===== src/rtl/hbd_pkg.sv =====
package hbd_pkg;

   // Default sample and coefficient widths.
   localparam int SAMPLE_BITS_DEF = 16;
   localparam int COEFF_BITS_DEF  = 16;

   // Filter structure: four folded tap pairs, an eight-deep odd delay line
   // and a four-deep even delay line whose oldest entry is the center tap.
   localparam int TAPS       = 4;
   localparam int ODD_DEPTH  = 2 * TAPS;
   localparam int EVEN_DEPTH = TAPS;

   // Register port geometry.
   localparam int CSR_ADDR_BITS = 4;
   localparam int CSR_DATA_BITS = 32;

   // Register index map (byte address is four times the index).
   typedef enum logic [1:0] {
      REG_COEFF_OUTER  = 2'd0,
      REG_COEFF_SECOND = 2'd1,
      REG_COEFF_THIRD  = 2'd2,
      REG_COEFF_INNER  = 2'd3
   } hbd_reg_type;

   // Flow control handed from the top level to the arithmetic stage.
   typedef struct packed {
      logic stage_valid;
      logic rsp_stall;
   } hbd_flow_type;

endpackage


===== src/rtl/hbd_csr.sv =====
module hbd_csr #(
   parameter int COEFF_BITS = hbd_pkg::COEFF_BITS_DEF
) (
   input  logic                                 clock,
   input  logic                                 reset,
   input  logic                                 csr_psel,
   input  logic                                 csr_penable,
   input  logic                                 csr_pwrite,
   input  logic [hbd_pkg::CSR_ADDR_BITS-1:0]    csr_paddr,
   input  logic [hbd_pkg::CSR_DATA_BITS-1:0]    csr_pwdata,
   output logic [hbd_pkg::CSR_DATA_BITS-1:0]    csr_prdata,
   output logic signed [COEFF_BITS-1:0]         coeff [hbd_pkg::TAPS]
);
   import hbd_pkg::*;

   logic signed [COEFF_BITS-1:0] coeff_ff [TAPS];
   logic signed [COEFF_BITS-1:0] coeff_in [TAPS];
   hbd_reg_type                  reg_sel;
   logic                         wr_en;

   // Word address selects the register; the low two bits are the byte offset.
   assign reg_sel = hbd_reg_type'(csr_paddr[CSR_ADDR_BITS-1:2]);
   assign wr_en   = csr_psel && csr_penable && csr_pwrite;

   // Coefficient write decode.
   always_comb begin
      coeff_in = coeff_ff;
      if (wr_en) begin
         case (reg_sel)
            REG_COEFF_OUTER:  coeff_in[0] = csr_pwdata[COEFF_BITS-1:0];
            REG_COEFF_SECOND: coeff_in[1] = csr_pwdata[COEFF_BITS-1:0];
            REG_COEFF_THIRD:  coeff_in[2] = csr_pwdata[COEFF_BITS-1:0];
            REG_COEFF_INNER:  coeff_in[3] = csr_pwdata[COEFF_BITS-1:0];
            default: ;
         endcase
      end
   end

   always_ff @(posedge clock) begin
      if (reset) begin
         for (int i = 0; i < TAPS; i++) begin
            coeff_ff[i] <= '0;
         end
      end else begin
         coeff_ff <= coeff_in;
      end
   end

   // Read data returns the coefficient sign-extended to the bus width.
   always_comb begin
      case (reg_sel)
         REG_COEFF_OUTER:  csr_prdata = CSR_DATA_BITS'(coeff_ff[0]);
         REG_COEFF_SECOND: csr_prdata = CSR_DATA_BITS'(coeff_ff[1]);
         REG_COEFF_THIRD:  csr_prdata = CSR_DATA_BITS'(coeff_ff[2]);
         REG_COEFF_INNER:  csr_prdata = CSR_DATA_BITS'(coeff_ff[3]);
         default:          csr_prdata = '0;
      endcase
   end

   assign coeff = coeff_ff;

endmodule


===== config.mk =====
export PLATFORM = sky130hd
export DESIGN_NAME = hbd_csr
export DESIGN_NICKNAME = d
export VERILOG_FILES = /design/src/rtl/hbd_pkg.sv /design/src/rtl/hbd_csr.sv
export SDC_FILE = /design/constraint.sdc
export NUM_CORES = 1
export LEC_CHECK = 0
export ABC_AREA = 1
export BUFFER_PORTS_ARGS = -buffer_cell sky130_fd_sc_hd__buf_2
export CORE_UTILIZATION = 48
export CTS_CLUSTER_DIAMETER = 60
export DETAILED_ROUTE_END_ITERATION = 12
export PLACE_DENSITY_LB_ADDON = 0.1
export SETUP_SLACK_MARGIN = 0.15
export SLEW_MARGIN = 20
export SYNTH_ARGS = -nofsm -noshare
export SYNTH_HDL_FRONTEND = slang
export SYNTH_SLANG_ARGS = --single-unit

===== constraint.sdc =====
create_clock -name clock -period 2.6 [get_ports clock]
set_clock_uncertainty 0.1 [all_clocks]
set_input_delay 0.52 -clock clock [delete_from_list [all_inputs] [get_ports clock]]
set_output_delay 0.52 -clock clock [all_outputs]
set_load 0.005 [all_outputs]

# After elaboration in Yosys (flattened, before gate mapping)
# Cells that the tools add are included.
totals:
  in_bits: 41
  reg_bits: 64
op_classes:
  muxes: 1
  n_eq_ne: 3
  reduce_logical: 7
ops:
  columns: ["cell", "count"]
  rows:
  - ["$pmux W32 S4", 1]
  - ["$reduce_and A2 Y1", 4]
  - ["$eq A2 B2 Y1 const B", 2]
  - ["$eq A2 B1 Y1 const B", 1]
  - ["$logic_and A1 B1 Y1", 2]
  - ["$logic_not A2 Y1", 1]

# Longest topological paths before layout
logic_depth:
  depth_word: 3
  ltp_mapped: 6

# Worst setup path after synthesis
# No wires, ideal clock.
synth_path:
  path_kind: "in2out"
  startpoint: "input port csr_paddr[2] (netlist name)"
  endpoint: "output port csr_prdata[16] (netlist name)"
  t_arrival_ps: 1649
  slack_ps: 331
  required_time_ps: 1980
  n_path_buf: 2
  stages: 6
  path_cell_list: "nand2_1 > inv_1 > buf_4 > nand2_1 > nand4_1 > buf_4"
synth_between:
  elab_chain_len: 2
  elab_cells_between_ends: 5
  classes_between: "eq/ne: 3; mux: 1; reduce/logical: 1"
synth_rtl:
  columns: ["item", "line", "rtl"]
  rows:
  - ["start, declared", "hbd_csr.sv:9", "input logic [hbd_pkg::CSR_ADDR_BITS-1:0] csr_paddr,"]
  - ["$eq A2 B2 Y1 (tied with other cells)", "hbd_csr.sv:51", "case (reg_sel)"]
  - ["$pmux W32 S4 (*)", "hbd_csr.sv:51", null]
  - ["end, declared", "hbd_csr.sv:11", "output logic [hbd_pkg::CSR_DATA_BITS-1:0] csr_prdata,"]
# Mark *: on every way between the ends. The rest lies on a longest branch, timed or not.

# Final worst setup path
layout_path:
  startpoint: "input port csr_paddr[2] (netlist name)"
  endpoint: "output port csr_prdata[23] (netlist name)"
# The elaborated chain is that of the path after synthesis.

==> run_results.csv <==
group,metric,value,unit
sta,max_freq,0.440,GHz
floorplan,start_util,0.498,
clock_network,clk_pin_slew,0.07,ns
critical_path,end_kind,"output port",
sta,hold_slack,0.394,ns
hold_path,hold_start,"coeff[13]",
hold_path,hold_depth,2,
status,status,"finished, final reports clean",
yosys,syn_area_per_cell,6.60,sq um
clock_network,postCtsSetupBuffers,0,
yosys,syn_area,3160,sq um
floorplan,die_h,83.1,um
sta,min_period,2.27,ns
placed_design,dpl_worst_slack,0.327,ns
sta,finalCritPeriodShare,0.874,
clock_network,cts_resized,0,
clock_network,htreeDepth,3,
critical_path,r2r_setup_slack,1.88,ns
final_layout,drive_above_1_share,0.269,
placed_design,portBuffers,118,
hold_path,min_to,"coeff[13]",
flow_run,drv_cap,0,
yosys,synth.yosys.seq_area_share,0.406,
yosys,synth.distinct_cells,15,
clock_network,cts_buffer_depth,2,
global_routing,grt_antenna_before_repair,0,
final_layout,syn_to_final_growth,21.6,%
power_and_ir_drop,ir_drop,289,uV
yosys,ys_warn_count,0,
global_routing,grt_max_degree,65,
critical_path,cp-start-kind,"input pin",
detailed_routing,firstDrtPassIters,4,
global_routing,grt_pass1_vias,2876,
global_routing,gr-total-overflow,0,
detailed_routing,drc,0,
clock_network,clk_latency,0.34,ns
yosys,syn_inst,479,
clock_network,cts.sinks,64,
final_layout,fin_nets,616,
clock_network,cts_made_buffers,9,
clock_network,cts_tree,"built",
placed_design,dp_hpwl,5540,um
critical_path,path_class,"input pin to output port",
final_layout,largest_register_ff_count,64,
final_layout,n_antenna_cell,0,
critical_path,crit_arrival,1.65,ns
yosys,ys_ff_latch,64,
floorplan,core,6350,sq um
critical_path,r2r_cells,2,
detailed_routing,totalWireLength,8380,um
sta,slew-limit-headroom,0.594,
placed_design,gp_congestion,0.759,
floorplan,die_area,6910,sq um
sta,hold_violations,0,
sta,drv_slew,0,
clock_network,cts_hold_buffers,0,
hold_path,hp-class,"flip-flop to flip-flop",
global_routing,grt_pass1_wl,13700,um
placed_design,dpl.cell_count,641,
clock_network,cts-root-buf,"clkbuf_8",
power_and_ir_drop,p_per_area,556,nW/um^2
final_layout,stdcell_area,3840,sq um
sta,rsz0062_at_grt,"no",
floorplan,die_w,83.1,um
critical_path,crit_required,1.98,ns
power_and_ir_drop,power,2.14,mW
detailed_routing,viasPerCell,4.92,
critical_path,path_max_fanout,17,
power_and_ir_drop,leakagePower,1.96,nW
sta,tns,0,ns
detailed_routing,num_vias,3230,
placed_design,placed_area,3630,sq um
final_layout,fin_cells,657,
final_layout,fin_util,0.605,
critical_path,timing.rr.start,"coeff[18]",
critical_path,r2r-end,"coeff[18]",
sta,worstMarginPinSlew,0.609,ns
detailed_routing,drt-wirelength-per-cell,12.8,um
yosys,synth_nets,520,
detailed_routing,ant_nets,0,
floorplan,io_pins,137,
floorplan,rows,29,
global_routing,grt_usage,0.246,
detailed_routing,drtIter0Drc,141,
sta,setup_ws,0.329,ns
sta,setup_viol,0,
routing by layer:
layer	global-route usage	vias up	wire [um]
li1	-	1671	-
met1	0.337	1447	3870
met2	0.386	106	3880
met3	0.0477	6	573
met4	0.0909	0	65
met5	0	-	0
worst max-delay path by stage:
| stage | startpoint | endpoint | cells past startpoint |
|---|---|---|---|
| 3_5_place_dp | csr_paddr[2] | csr_prdata[23] | 6 |
| 2_1_floorplan | csr_paddr[2] | csr_prdata[16] | 6 |
| 4_1_cts | csr_paddr[2] | csr_prdata[23] | 6 |
| 6_report | csr_paddr[2] | csr_prdata[23] | 6 |
| 3_3_place_gp | csr_paddr[2] | csr_prdata[22] | 6 |
| 5_1_grt | csr_paddr[2] | csr_prdata[31] | 6 |
final cells by class:
cell class	instances	area (sq um)
clock buffer	11	151
clock inverter	5	55.1
fill	633	2510
inverter	21	78.8
multi-input combinational	350	1490
sequential	64	1280
tap	77	96.3
timing repair buffer	129	686
worst max-delay path, stage by stage:
cell and delay (ns):
buf_2 0.14, nand2_1 0.13, inv_1 0.11, nand2_1 0.07, nand4_1 0.39, buf_2 0.29
synthesized netlist by cell type (all sizes together):
library cell    n  area share
buf            42       0.095
clkbuf          2      0.0024
dfxtp          64        0.41
inv            21       0.025
nand2         133        0.16
nand3          65        0.11
nand4          16       0.032
nor2          136        0.18
cells in the final DEF (no fill, tap or decap), types with 5 or more instances in the layout:
cell	Yosys	layout
inv_1	19	19
buf_2	10	118
nand2_1	133	133
nand4_1	16	16
nor2_4	5	5
nand3_1	64	64
dfxtp_1	64	64
buf_4	23	10
nor2_1	129	128
clkbuf_8	0	11
power by group:
| group | switching, mW | total (mW) | internal (mW) |
|---|---|---|---|
| logic | 0.145 | 0.231 | 0.0853 |
| clock network | 0.395 | 0.887 | 0.491 |
| registers | 0.0164 | 1.02 | 1.00 |
| total | 0.557 | 2.14 | 1.58 |
kinds of logic after synthesis:
kind of cell | count (synthesis) | share of synthesized area
flip-flops | 64 | 0.406
AND/OR/NAND/NOR | 350 | 0.472
buffers and inverters | 65 | 0.123
Power figures use the tool's default switching activity.
