==> src/rtl/hbd_pkg.sv <==
package hbd_pkg;

   // Default sample and coefficient widths.
   localparam int SAMPLE_BITS_DEF = 16;
   localparam int COEFF_BITS_DEF  = 16;

   // Filter structure: four folded tap pairs, an eight-deep odd delay line
   // and a four-deep even delay line whose oldest entry is the center tap.
   localparam int TAPS       = 4;
   localparam int ODD_DEPTH  = 2 * TAPS;
   localparam int EVEN_DEPTH = TAPS;

   // Register port geometry.
   localparam int CSR_ADDR_BITS = 4;
   localparam int CSR_DATA_BITS = 32;

   // Register index map (byte address is four times the index).
   typedef enum logic [1:0] {
      REG_COEFF_OUTER  = 2'd0,
      REG_COEFF_SECOND = 2'd1,
      REG_COEFF_THIRD  = 2'd2,
      REG_COEFF_INNER  = 2'd3
   } hbd_reg_type;

   // Flow control handed from the top level to the arithmetic stage.
   typedef struct packed {
      logic stage_valid;
      logic rsp_stall;
   } hbd_flow_type;

endpackage

==> src/rtl/hbd_window.sv <==
module hbd_window #(
   parameter int SAMPLE_BITS = hbd_pkg::SAMPLE_BITS_DEF
) (
   input  logic                          clock,
   input  logic                          reset,
   input  logic                          load,
   input  logic signed [SAMPLE_BITS-1:0] even_sample,
   input  logic signed [SAMPLE_BITS-1:0] odd_sample,
   output logic signed [SAMPLE_BITS-1:0] even_center,
   output logic signed [SAMPLE_BITS-1:0] odd_tap [hbd_pkg::ODD_DEPTH]
);
   import hbd_pkg::*;

   logic signed [SAMPLE_BITS-1:0] even_ff [EVEN_DEPTH];
   logic signed [SAMPLE_BITS-1:0] even_in [EVEN_DEPTH];
   logic signed [SAMPLE_BITS-1:0] odd_ff  [ODD_DEPTH];
   logic signed [SAMPLE_BITS-1:0] odd_in  [ODD_DEPTH];

   // Both delay lines shift by one when an item is loaded; entry 0 is newest.
   always_comb begin
      even_in[0] = even_sample;
      for (int i = 1; i < EVEN_DEPTH; i++) begin
         even_in[i] = even_ff[i-1];
      end
      odd_in[0] = odd_sample;
      for (int i = 1; i < ODD_DEPTH; i++) begin
         odd_in[i] = odd_ff[i-1];
      end
   end

   always_ff @(posedge clock) begin
      if (reset) begin
         for (int i = 0; i < EVEN_DEPTH; i++) begin
            even_ff[i] <= '0;
         end
         for (int i = 0; i < ODD_DEPTH; i++) begin
            odd_ff[i] <= '0;
         end
      end else if (load) begin
         even_ff <= even_in;
         odd_ff  <= odd_in;
      end
   end

   // The oldest even sample is the center tap.
   assign even_center = even_ff[EVEN_DEPTH-1];
   assign odd_tap     = odd_ff;

endmodule

==> config.mk <==
export PLATFORM = sky130hd
export DESIGN_NAME = hbd_window
export DESIGN_NICKNAME = d
export VERILOG_FILES = /design/src/rtl/hbd_pkg.sv /design/src/rtl/hbd_window.sv
export SDC_FILE = /design/constraint.sdc
export NUM_CORES = 1
export LEC_CHECK = 0
export ABC_AREA = 1
export BUFFER_PORTS_ARGS = -buffer_cell sky130_fd_sc_hd__buf_2
export CAP_MARGIN = 30
export CORE_ASPECT_RATIO = 0.8
export CORE_MARGIN = 4
export CORE_UTILIZATION = 54
export CTS_CLUSTER_SIZE = 14
export DETAILED_ROUTE_END_ITERATION = 10
export GPL_ROUTABILITY_DRIVEN = 1
export PLACE_DENSITY = 0.79
export SLEW_MARGIN = 10
export SYNTH_ARGS = -nofsm -noshare
export SYNTH_HDL_FRONTEND = slang
export SYNTH_SLANG_ARGS = --single-unit
==> constraint.sdc <==
create_clock -name clock -period 1.06 [get_ports clock]
set_input_delay 0.159 -clock clock [delete_from_list [all_inputs] [get_ports clock]]
set_output_delay 0.159 -clock clock [all_outputs]
set_load 0.02 [all_outputs]
## After elaboration in Yosys (flattened, before gate mapping)

Index checks and enable logic that the tools add are counted.

| word-level totals | value |
|---|---|
| register bits | 192 |
| memories | 0 |
| output and inout bits | 144 |
| RAM bits | 0 |
| input bits | 35 |
| logic and storage cells | 12 |
| bits in latches | 0 |
| bits in read-only memories | 0 |

| cells by class | value |
|---|---|
| $add $sub $neg | 0 |
| bitwise logic cells | 0 |
| shifts and indexed selects | 0 |
| mux-type cells | 0 |
| magnitude comparators | 0 |
| reductions and logical operators | 0 |
| equality and inequality tests | 0 |
| $mul | 0 |
| divide/modulo/power cells | 0 |

## Longest topological paths before layout

Gate-level depths: netlist of the first run.

| logic depth | value |
|---|---|
| depth in word-level cells | 0 |
| mapped depth | 6 |
| mapped depth without buffers | 4 |

## Least setup slack after synthesis of the first run

No wires, ideal clock.

| path | value |
|---|---|
| path kind | in2reg |
| start | input port load |
| end | register odd_ff, in the netlist odd_tap[53] |
| cell stages on the path | 5 |
| arrival | 0.732 ns |
| slack | 0.214 ns |
| buffers on the path | 3 |
| required time | 0.946 ns |
| setup time | 0.114 ns |
| cells stage by stage | buf_6 -> buf_6 -> clkbuf_4 -> nor2_1 -> nor2_2 |

RTL lines:

| what | RTL line | source |
|---|---|---|
| start, declared | hbd_window.sv:6 | `input logic load,` |
| end signal, assigned | hbd_window.sv:41 | `odd_ff <= odd_in;` |
| end, declared | hbd_window.sv:16 | `logic signed [SAMPLE_BITS-1:0] odd_ff [ODD_DEPTH];` |

## Final worst setup path of the first run

| path | value |
|---|---|
| start | register odd_ff, in the netlist odd_tap[32] |
| end | output port odd_tap[32] (netlist name) |

RTL lines:

| what | RTL line | source |
|---|---|---|
| end, declared | hbd_window.sv:10 | `output logic signed [SAMPLE_BITS-1:0] odd_tap [hbd_pkg::ODD_DEPTH]` |

No word-level cell between the ends.

==> impl_metrics.py, run 1 <==
metrics = {
    "floorplanning": {
        "die-area_um2": 18000,
        "core_area_um2": 15700,
        "core.rowCount": 41,
        "ioPinCount": 179,
        "dieHeight_um": 121,
        "die_w_um": 149,
        "initial_core_util": 0.549,
    },
    "finish": {
        "n_fill_cell": 1006,
        "ff_latch_area_um2": 4030,
        "fin_nets": 1534,
        "synthToLayoutAreaGrowth_pct": 40.1,
        "drive_gt1_frac": 0.457,
        "final_util": 0.769,
        "final_area_um2": 12100,
        "fin_cells": 1727,
        "multi_input_area_um2": 3370,
        "num_antenna_cells": 0,
    },
    "synthesis": {
        "syn_nets": 1268,
        "avgSynthCellArea_um2": 6.99,
        "synth.top_cell.area_share": 0.446,
        "synthTopCellsByArea": "dfxtp_1 45%, nand2_1 13%, nor2_1 12%",
        "ys_seq_area_frac": 0.446,
        "synth_cells": 1233,
        "synth-seq-cells": 192,
        "synth_top_cell_by_area": "dfxtp_1",
        "syn_area_um2": 8610,
        "synth_cell_types": 13,
        "yosysWarningCount": 0,
    },
    "setup_path": {
        "critical-path-top-delay-family": "flip-flops",
        "crit_fanout": 2,
        "criticalPathCategory": "reg -> out",
        "r2r_slack_ns": 0.02,
        "start_kind": "flip-flop",
        "crit_path_end_kind": "primary output",
        "crit_buf_inv": 1,
        "timing.rr.start": "odd_tap[30]$_SDFFE_PP0P_",
        "arrival_ns": 0.94,
        "r2r_cells": 6,
        "r2r-end": "odd_tap[14]$_SDFFE_PP0P_",
        "worst_path_max_delay_cell": "dfxtp_2",
        "crit_required_ns": 0.90,
        "critPathMaxStageDelay_ns": 0.37,
        "worstPathCellList": "buf_6",
    },
    "global_route": {
        "overflow": 0,
        "antenna_found_initial": 0,
        "first_global_vias": 7770,
        "grt_max_degree": 73,
        "grt_first_pass_wirelength_um": 36100,
        "grt_use_total": 0.247,
    },
    "drt": {
        "drt_iter0_markers": 510,
        "dr_total_vias": 8121,
        "drt_pass1_iterations": 5,
        "drtAntennaViolNets": 0,
        "drc": 0,
        "viasPerCell": 4.70,
        "wl_um": 24300,
        "wl_per_cell_um": 14.0,
    },
    "clock_network": {
        "cts_tree": "done",
        "cts_buffers": 17,
        "path_clk_slew_ns": 0.07,
        "cts_buffer_depth": 2,
        "cts_root_buf": "clkbuf_16",
        "htree_levels": 4,
        "insertion_delay_ns": 0.44,
        "clock-sinks": 192,
    },
    "timing": {
        "final-hold-violation-count": 0,
        "rsz0062_at_grt": "true",
        "tightest_slew_ns": 0.372,
        "finalCritPeriodShare": 1.04,
        "clock_skew_ns": 0.0116,
        "worst_slack_ns": -0.0376,
        "timing.fmax_mhz": 911,
        "tns_ns": -0.409,
        "setup_viol_count_final": 39,
        "drv_slew": 0,
        "min_period_ns": 1.10,
        "hold_ws_ns": 0.0132,
        "slew_headroom": 0.751,
    },
    "run_status": {
        "status": "finished with violations",
        "violations": "setup timing",
    },
    "place": {
        "dp_hpwl_um": 11500,
        "dpl_cell_area_um2": 9350,
        "gp_congestion": 0.788,
        "io_buffer_count": 178,
        "dp_cells": 1563,
    },
    "min_path": {
        "hold_depth": 5,
        "hold_class": "in -> reg",
        "hold_end": "odd_tap[114]$_SDFFE_PP0P_",
        "holdCritStartpoint": "odd_sample[2]",
    },
    "power_and_ir_drop": {
        "max-vdd-ir-drop_v": 0.00123,
        "power.density_nw_per_um2": 1550,
        "leakage_nw": 6.15,
    },
    "job": {
        "drv_cap": 0,
    },
}
## metrics by stage
step	power, mW	setup WS, ns
final	18.7	-0.0376
after global routing	19.4	-0.0783
after CTS	18.5	-0.0306
after detailed placement	10.8	0.0568
after global placement	10.7	0.0791
after floorplan	10.2	0.214
## area by class of cell
| cell class | count | share of cell area |
|---|---|---|
| Clock inverter | 13 | 0.0153 |
| Multi-Input combinational cell | 768 | 0.279 |
| Tap cell | 215 | 0.0223 |
| Clock buffer | 19 | 0.0367 |
| Inverter | 193 | 0.0604 |
| Sequential cell | 192 | 0.334 |
| Timing Repair Buffer | 327 | 0.252 |
## per-layer routing
layer	routed length [um]	share of wire	GRT usage
met1	9090	0.37	0.266
met2	12600	0.52	0.463
met3	1370	0.057	0.0508
met4	1220	0.050	0.114
met5	0	0	0
## repair_timing
| action | 4_1_cts | 5_1_grt |
|---|---|---|
| pin swaps | 0 | 0 |
| resized for setup | 434 | 1 |
| buffers inserted | 110 | 17 |
| hold buffers | 5 | 0 |
| setup endpoints to repair | 144 | 140 |
| hold endpoints to repair | 5 | 0 |
## cell usage after synthesis
library cell / number
inv_1: 193
nand2_2: 90
dfxtp_1: 192
nand2_1: 294
buf_2: 22
buf_8: 9
nor2_2: 103
buf_4: 33
buf_12: 2
buf_6: 12
clkbuf_1: 1
clkbuf_4: 1
nor2_1: 281
## flip-flops by register name, summed over array words and instances, names as in the netlist
signal / cells
even_center: 16
even_ff: 48
odd_tap: 128
## where the power goes
| group | switching [mW] | internal, mW |
|---|---|---|
| registers | 0.354 | 7.76 |
| clock network | 2.88 | 4.02 |
| logic | 2.01 | 1.68 |
| total | 5.24 | 13.5 |
## cells in the final DEF (no fill, tap or decap)
cell type        n
nand2_1        294
bufinv_16        4
buf_6          144
clkinv_2         3
buf_2           33
inv_6            3
dfxtp_2        141
buf_4          135
clkinvlp_4       2
buf_12           9
dfxtp_4          3
nand2_2         90
clkbuf_1         1
clkbuf_16       17
nor2_1         281
dfxtp_1         48
buf_8            1
nor2_2         103
clkinv_4         2
clkbuf_8         1
dlygate4sd3_1    5
inv_1          192
## worst max path at each step
stage	from	end	slack, ns	depth (start not counted)
2_1_floorplan	load	odd_tap[53]$_SDFFE_PP0P_	0.21	5
3_3_place_gp	load	even_ff[36]$_SDFFE_PP0P_	0.08	5
3_5_place_dp	load	even_ff[37]$_SDFFE_PP0P_	0.06	5
4_1_cts	odd_tap[54]$_SDFFE_PP0P_	odd_tap[54]	-0.03	1
5_1_grt	odd_tap[29]$_SDFFE_PP0P_	odd_tap[29]	-0.08	1
6_report	odd_tap[32]$_SDFFE_PP0P_	odd_tap[32]	-0.04	1
## logic make-up after synthesis
family | after synthesis | share of synthesized area
buffers and inverters | 273 | 0.163
DFF | 192 | 0.446
and+or+nand+nor | 768 | 0.391
Note: power is estimated with default switching activity, not from simulation.
==> inputs of run 2 (changes only) <==
==> constraint.sdc (replaced) <==
create_clock -name clock -period 1.06 [get_ports clock]
set_input_delay 0.212 -clock clock [delete_from_list [all_inputs] [get_ports clock]]
set_output_delay 0.212 -clock clock [all_outputs]
set_load 0.02 [all_outputs]
==> impl_metrics.py, run 2 (synthesized netlist as in run 1, its figures left out) <==
metrics = {
    "run_status": {
        "status": "finished with violations",
        "violations": "setup timing",
    },
    "clock_network": {
        "htree_levels": 4,
        "hold_buffers": 0,
        "cts_tree": "done",
        "cts_buffer_depth": 2,
        "insertion_delay_ns": 0.43,
        "path_clk_slew_ns": 0.07,
        "cts_buffers": 17,
        "cts_root_buf": "clkbuf_16",
        "clock-sinks": 192,
    },
    "finish": {
        "n_fill_cell": 1007,
        "largest_reg_flops": 128,
        "drive_gt1_frac": 0.461,
        "final_cell_mix": "294 x nand2_1, 281 x nor2_1, 192 x inv_1",
        "num_antenna_cells": 0,
        "final_util": 0.772,
        "multi_input_area_um2": 3370,
        "final_common_cell": "nand2_1",
        "fin_nets": 1537,
        "ff_latch_area_um2": 4040,
        "final_area_um2": 12100,
        "synthToLayoutAreaGrowth_pct": 40.8,
    },
    "floorplanning": {
        "die-area_um2": 18000,
        "ioPinCount": 179,
        "dieHeight_um": 121,
        "core.rowCount": 41,
        "initial_core_util": 0.549,
        "core_area_um2": 15700,
        "die_w_um": 149,
    },
    "drt": {
        "wl_per_cell_um": 14.0,
        "viasPerCell": 4.66,
        "wl_um": 24200,
        "dr_total_vias": 8066,
        "drt_pass1_iterations": 4,
        "drc": 0,
        "drtAntennaViolNets": 0,
        "drt_iter0_markers": 505,
    },
    "power_and_ir_drop": {
        "switchingPower_mw": 5.16,
        "seq_power_share": 0.440,
        "leakage_nw": 6.18,
        "max-vdd-ir-drop_v": 0.00117,
        "pwr-share-comb": 0.203,
        "power.density_nw_per_um2": 1520,
        "power.share.clock": 0.357,
        "cellInternalPower_mw": 13.3,
        "swShare": 0.280,
    },
    "timing": {
        "setup_viol_count_final": 144,
        "final-hold-violation-count": 0,
        "min_period_ns": 1.14,
        "tightest_slew_ns": 0.291,
        "hold_ws_ns": 0.0695,
        "drv_slew": 0,
        "clock_skew_ns": 0.0130,
        "slew_headroom": 0.806,
        "timing.fmax_mhz": 874,
        "rsz0062_at_grt": "true",
        "worst_slack_ns": -0.0843,
        "finalCritPeriodShare": 1.08,
        "tns_ns": -6.03,
    },
    "setup_path": {
        "r2r_slack_ns": 0.13,
        "worstPathCellList": "buf_6",
        "arrival_ns": 0.93,
        "criticalPathCategory": "reg -> out",
        "worst_path_max_delay_cell": "dfxtp_4",
        "r2r-end": "odd_tap[33]$_SDFFE_PP0P_",
        "timing.rr.start": "odd_tap[49]$_SDFFE_PP0P_",
        "crit_required_ns": 0.85,
        "crit_buf_inv": 1,
        "critical-path-top-delay-family": "flip-flops",
        "start_kind": "flip-flop",
        "critPathMaxStageDelay_ns": 0.38,
        "crit_fanout": 2,
        "r2r_cells": 6,
        "crit_path_end_kind": "primary output",
    },
    "global_route": {
        "grt_first_pass_wirelength_um": 37500,
        "grt_max_degree": 47,
        "overflow": 0,
        "antenna_found_initial": 0,
        "first_global_vias": 7889,
        "grt_use_total": 0.259,
    },
    "place": {
        "io_buffer_count": 178,
        "dpl_cell_area_um2": 9450,
        "gp_congestion": 0.812,
        "pre_cts_ws_ns": 0.0277,
        "dp_hpwl_um": 12000,
    },
    "min_path": {
        "hold_depth": 5,
        "hold_class": "in -> reg",
        "holdCritStartpoint": "odd_sample[6]",
        "hold_end": "odd_tap[118]$_SDFFE_PP0P_",
    },
    "job": {
        "drv_cap": 0,
    },
}
run 2: cell count changes in the layout (fill, tap and decap cells not counted), moves of 3 or more:
cell,change
buf_4,+3
buf_12,+5
clkbuf_8,+4
dfxtp_2,-3
dfxtp_4,+3
dlygate4sd3_1,-5
run 2: metrics by stage:
stage                     total power, mW  cells
after floorplan                      10.2   1233
after global placement               10.7   1568
after detailed placement             10.8   1568
after CTS                            18.2   1712
after global routing                 19.2   1730
final                                18.4   1730
run 2: worst reg2reg max path, cell delays in order (launching register included):
cell and delay (ns):
dfxtp_2 0.34, buf_4 0.12, buf_4 0.13, inv_1 0.06, nand2_2 0.04, nand2_1 0.08, nor2_2 0.05
run 2: repair_timing:
action | CTS | global route
gates resized for setup | 435 | 3
endpoints found under the setup margin | 144 | 144
buffers inserted | 112 | 18
run 2: how the worst max path moves through the flow:
stage | startpoint | endpoint | slack, ns | depth (start not counted)
final | odd_tap[27]$_SDFFE_PP0P_ | odd_tap[27] | -0.08 | 1
after global routing | odd_tap[67]$_SDFFE_PP0P_ | odd_tap[67] | -0.11 | 1
after CTS | odd_tap[32]$_SDFFE_PP0P_ | odd_tap[32] | -0.08 | 1
after detailed placement | load | odd_tap[65]$_SDFFE_PP0P_ | 0.03 | 5
after global placement | load | odd_tap[28]$_SDFFE_PP0P_ | 0.04 | 5
after floorplan | load | odd_tap[53]$_SDFFE_PP0P_ | 0.16 | 5
run 2: cell type report:
class | count | area share
Inverter | 193 | 0.0602
Tap cell | 215 | 0.0222
Timing Repair Buffer | 330 | 0.257
Sequential cell | 192 | 0.333
Multi-Input combinational cell | 768 | 0.278
Clock buffer | 24 | 0.0414
Clock inverter | 8 | 0.00846
run 2: power groups by stage:
| stage | Sequential (mW) | Clock, mW | Combinational [mW] |
|---|---|---|---|
| final | 8.11 | 6.59 | 3.74 |
| after global routing | 8.16 | 6.95 | 4.05 |
| after CTS | 8.09 | 6.61 | 3.51 |
| after detailed placement | 8.17 | 0 | 2.63 |
| after global placement | 8.16 | 0 | 2.58 |
| after floorplan | 8.49 | 0 | 1.68 |
run 2: metal layers:
| metal | vias to the layer above | global-route usage | share of wire |
|---|---|---|---|
| met5 | - | 0 | 0 |
| met4 | 0 | 0.120 | 0.044 |
| met3 | 86 | 0.0620 | 0.058 |
| met2 | 273 | 0.470 | 0.52 |
| met1 | 3698 | 0.285 | 0.38 |
| li1 | 4009 | - | - |
==> inputs of run 3 (changes only) <==
--- a/config.mk
+++ b/config.mk
@@ -7,5 +7,4 @@
 export LEC_CHECK = 0
 export ABC_AREA = 1
-export BUFFER_PORTS_ARGS = -buffer_cell sky130_fd_sc_hd__buf_2
 export CAP_MARGIN = 30
 export CORE_ASPECT_RATIO = 0.8
@@ -14,6 +13,8 @@
 export CTS_CLUSTER_SIZE = 14
 export DETAILED_ROUTE_END_ITERATION = 10
+export DONT_BUFFER_PORTS = 1
 export GPL_ROUTABILITY_DRIVEN = 1
-export PLACE_DENSITY = 0.79
+export PLACE_DENSITY = 0.69
+export SETUP_SLACK_MARGIN = 0.2
 export SLEW_MARGIN = 10
 export SYNTH_ARGS = -nofsm -noshare
==> constraint.sdc (replaced) <==
create_clock -name clock -period 1.06 [get_ports clock]
set_input_delay 0.212 -clock clock [delete_from_list [all_inputs] [get_ports clock]]
set_output_delay 0.212 -clock clock [all_outputs]
set_load 0.05 [all_outputs]
==> impl_metrics.py, run 3 (synthesized netlist as in run 1, its figures left out) <==
metrics = {
    "run_status": {
        "status": "finished with violations",
        "violations": "hold timing, setup timing",
    },
    "global_route": {
        "grt_first_pass_wirelength_um": 32500,
        "grt_max_degree": 385,
        "overflow": 0,
        "first_global_vias": 6697,
        "grt_use_total": 0.223,
        "antenna_found_initial": 0,
    },
    "floorplanning": {
        "core.rowCount": 41,
        "die-area_um2": 18000,
        "dieHeight_um": 121,
        "die_w_um": 149,
        "ioPinCount": 179,
        "core_area_um2": 15700,
        "initial_core_util": 0.549,
    },
    "clock_network": {
        "cts_buffer_depth": 2,
        "cts_root_buf": "clkbuf_16",
        "insertion_delay_ns": 0.43,
        "cts_buffers": 17,
        "path_clk_slew_ns": 0.07,
        "clock-sinks": 192,
        "cts_tree": "done",
        "htree_levels": 4,
    },
    "setup_path": {
        "worst_path_max_delay_cell": "dfxtp_2",
        "arrival_ns": 0.96,
        "r2r_cells": 6,
        "crit_fanout": 2,
        "critical-path-top-delay-family": "flip-flops",
        "criticalPathCategory": "reg -> out",
        "r2r_slack_ns": 0.19,
        "critPathMaxStageDelay_ns": 0.37,
        "crit_buf_inv": 1,
        "critPathLaunch": "odd_tap[27]$_SDFFE_PP0P_",
        "crit_path_end_kind": "primary output",
        "timing.rr.start": "odd_tap[52]$_SDFFE_PP0P_",
        "crit_required_ns": 0.85,
        "start_kind": "flip-flop",
        "worstPathCellList": "buf_8",
        "r2r-end": "odd_tap[36]$_SDFFE_PP0P_",
    },
    "power_and_ir_drop": {
        "finalPower_mw": 18.5,
        "max-vdd-ir-drop_v": 0.00112,
        "power.density_nw_per_um2": 1550,
        "leakage_nw": 5.69,
    },
    "drt": {
        "drt_pass1_iterations": 6,
        "wl_um": 20800,
        "drc": 0,
        "dr_total_vias": 7294,
        "viasPerCell": 4.50,
        "drt_iter0_markers": 321,
        "wl_per_cell_um": 12.8,
        "drtAntennaViolNets": 0,
    },
    "place": {
        "gp_congestion": 0.756,
        "dp_hpwl_um": 11200,
        "io_buffer_count": 0,
    },
    "finish": {
        "final_common_cell": "nand2_1",
        "drive_gt1_frac": 0.452,
        "synthToLayoutAreaGrowth_pct": 38.0,
        "multi_input_area_um2": 3520,
        "num_antenna_cells": 0,
        "n_fill_cell": 1113,
        "largest_reg_flops": 128,
        "fin_nets": 1428,
        "final_cell_mix": "276 x nand2_1, 245 x nor2_1, 178 x inv_1",
        "ff_latch_area_um2": 4180,
    },
    "timing": {
        "rsz0062_at_grt": "true",
        "final-hold-violation-count": 15,
        "setup_viol_count_final": 144,
        "clock_skew_ns": 0.0128,
        "finalCritPeriodShare": 1.10,
        "worst_slack_ns": -0.108,
        "slew_headroom": 0.710,
        "timing.fmax_mhz": 856,
        "min_period_ns": 1.17,
        "tightest_slew_ns": 0.436,
        "drv_slew": 0,
        "hold_ws_ns": -0.0516,
    },
    "job": {
        "drv_cap": 0,
    },
    "min_path": {
        "hold_depth": 2,
        "holdCritStartpoint": "load",
        "hold_class": "in -> reg",
        "hold_end": "odd_tap[7]$_SDFFE_PP0P_",
    },
}
## run 3: changes by cell type in the layout (fill, tap and decap cells not counted), sizes merged
cell         change
buf            -131
dlygate4sd3     +22
inv              +2
clkbuf           -4
clkinvlp         +3
clkinv           -1
## run 3: area by class of cell
class | count | area share
timing repair buffer | 221 | 0.220
clock buffer | 20 | 0.0376
inverter | 193 | 0.0614
sequential | 192 | 0.351
multi-input combinational | 768 | 0.296
tap | 215 | 0.0226
clock inverter | 12 | 0.0112
## run 3: per-layer routing
layer / vias up / part of all wire / global-route usage
li1: 3787 / - / -
met1: 3319 / 0.43 / 0.272
met5: - / 0 / 0
met3: 27 / 0.063 / 0.0698
met2: 161 / 0.49 / 0.381
met4: 0 / 0.019 / 0.0635
## run 3: what timing repair did
action                                  4_1_cts  5_1_grt
pin swaps                                     0        2
endpoints found under the setup margin      157      160
endpoints found under the hold margin       190      182
resized for setup                           351       47
setup buffers                                75        8
hold buffers                                 19        3
cloned                                        0        0
## run 3: worst max-delay path by stage
stage                                      to  slack, ns  depth (start not counted)
finish                            odd_tap[27]      -0.11                          1
global route                      odd_tap[27]      -0.14                          1
CTS                               odd_tap[77]      -0.12                          1
detailed placement  odd_tap[109]$_SDFFE_PP0P_       0.16                          4
global placement     even_ff[52]$_SDFFE_PP0P_       0.17                          4
floorplan            odd_tap[17]$_SDFFE_PP0P_        0.1                          4
## run 3: power by group
group          leakage [nW]  internal [mW]  switching [mW]
sequential             1.66           7.70           0.705
combinational          3.76           1.60            2.12
clock                 0.270           3.55            2.79
## run 3: metrics by stage
step                setup TNS (ns)  setup slack (ns)   util  std cells  instance area (um2)
floorplan                        0            0.0995      -       1233                 8860
global placement                 0             0.175  0.593       1484                 9310
detailed placement               0             0.162  0.593       1484                 9310
CTS                         -11.01            -0.119  0.745       1610                11700
global route                -14.63            -0.144  0.757       1621                11900
finish                       -8.89            -0.108  0.757       1621                11900
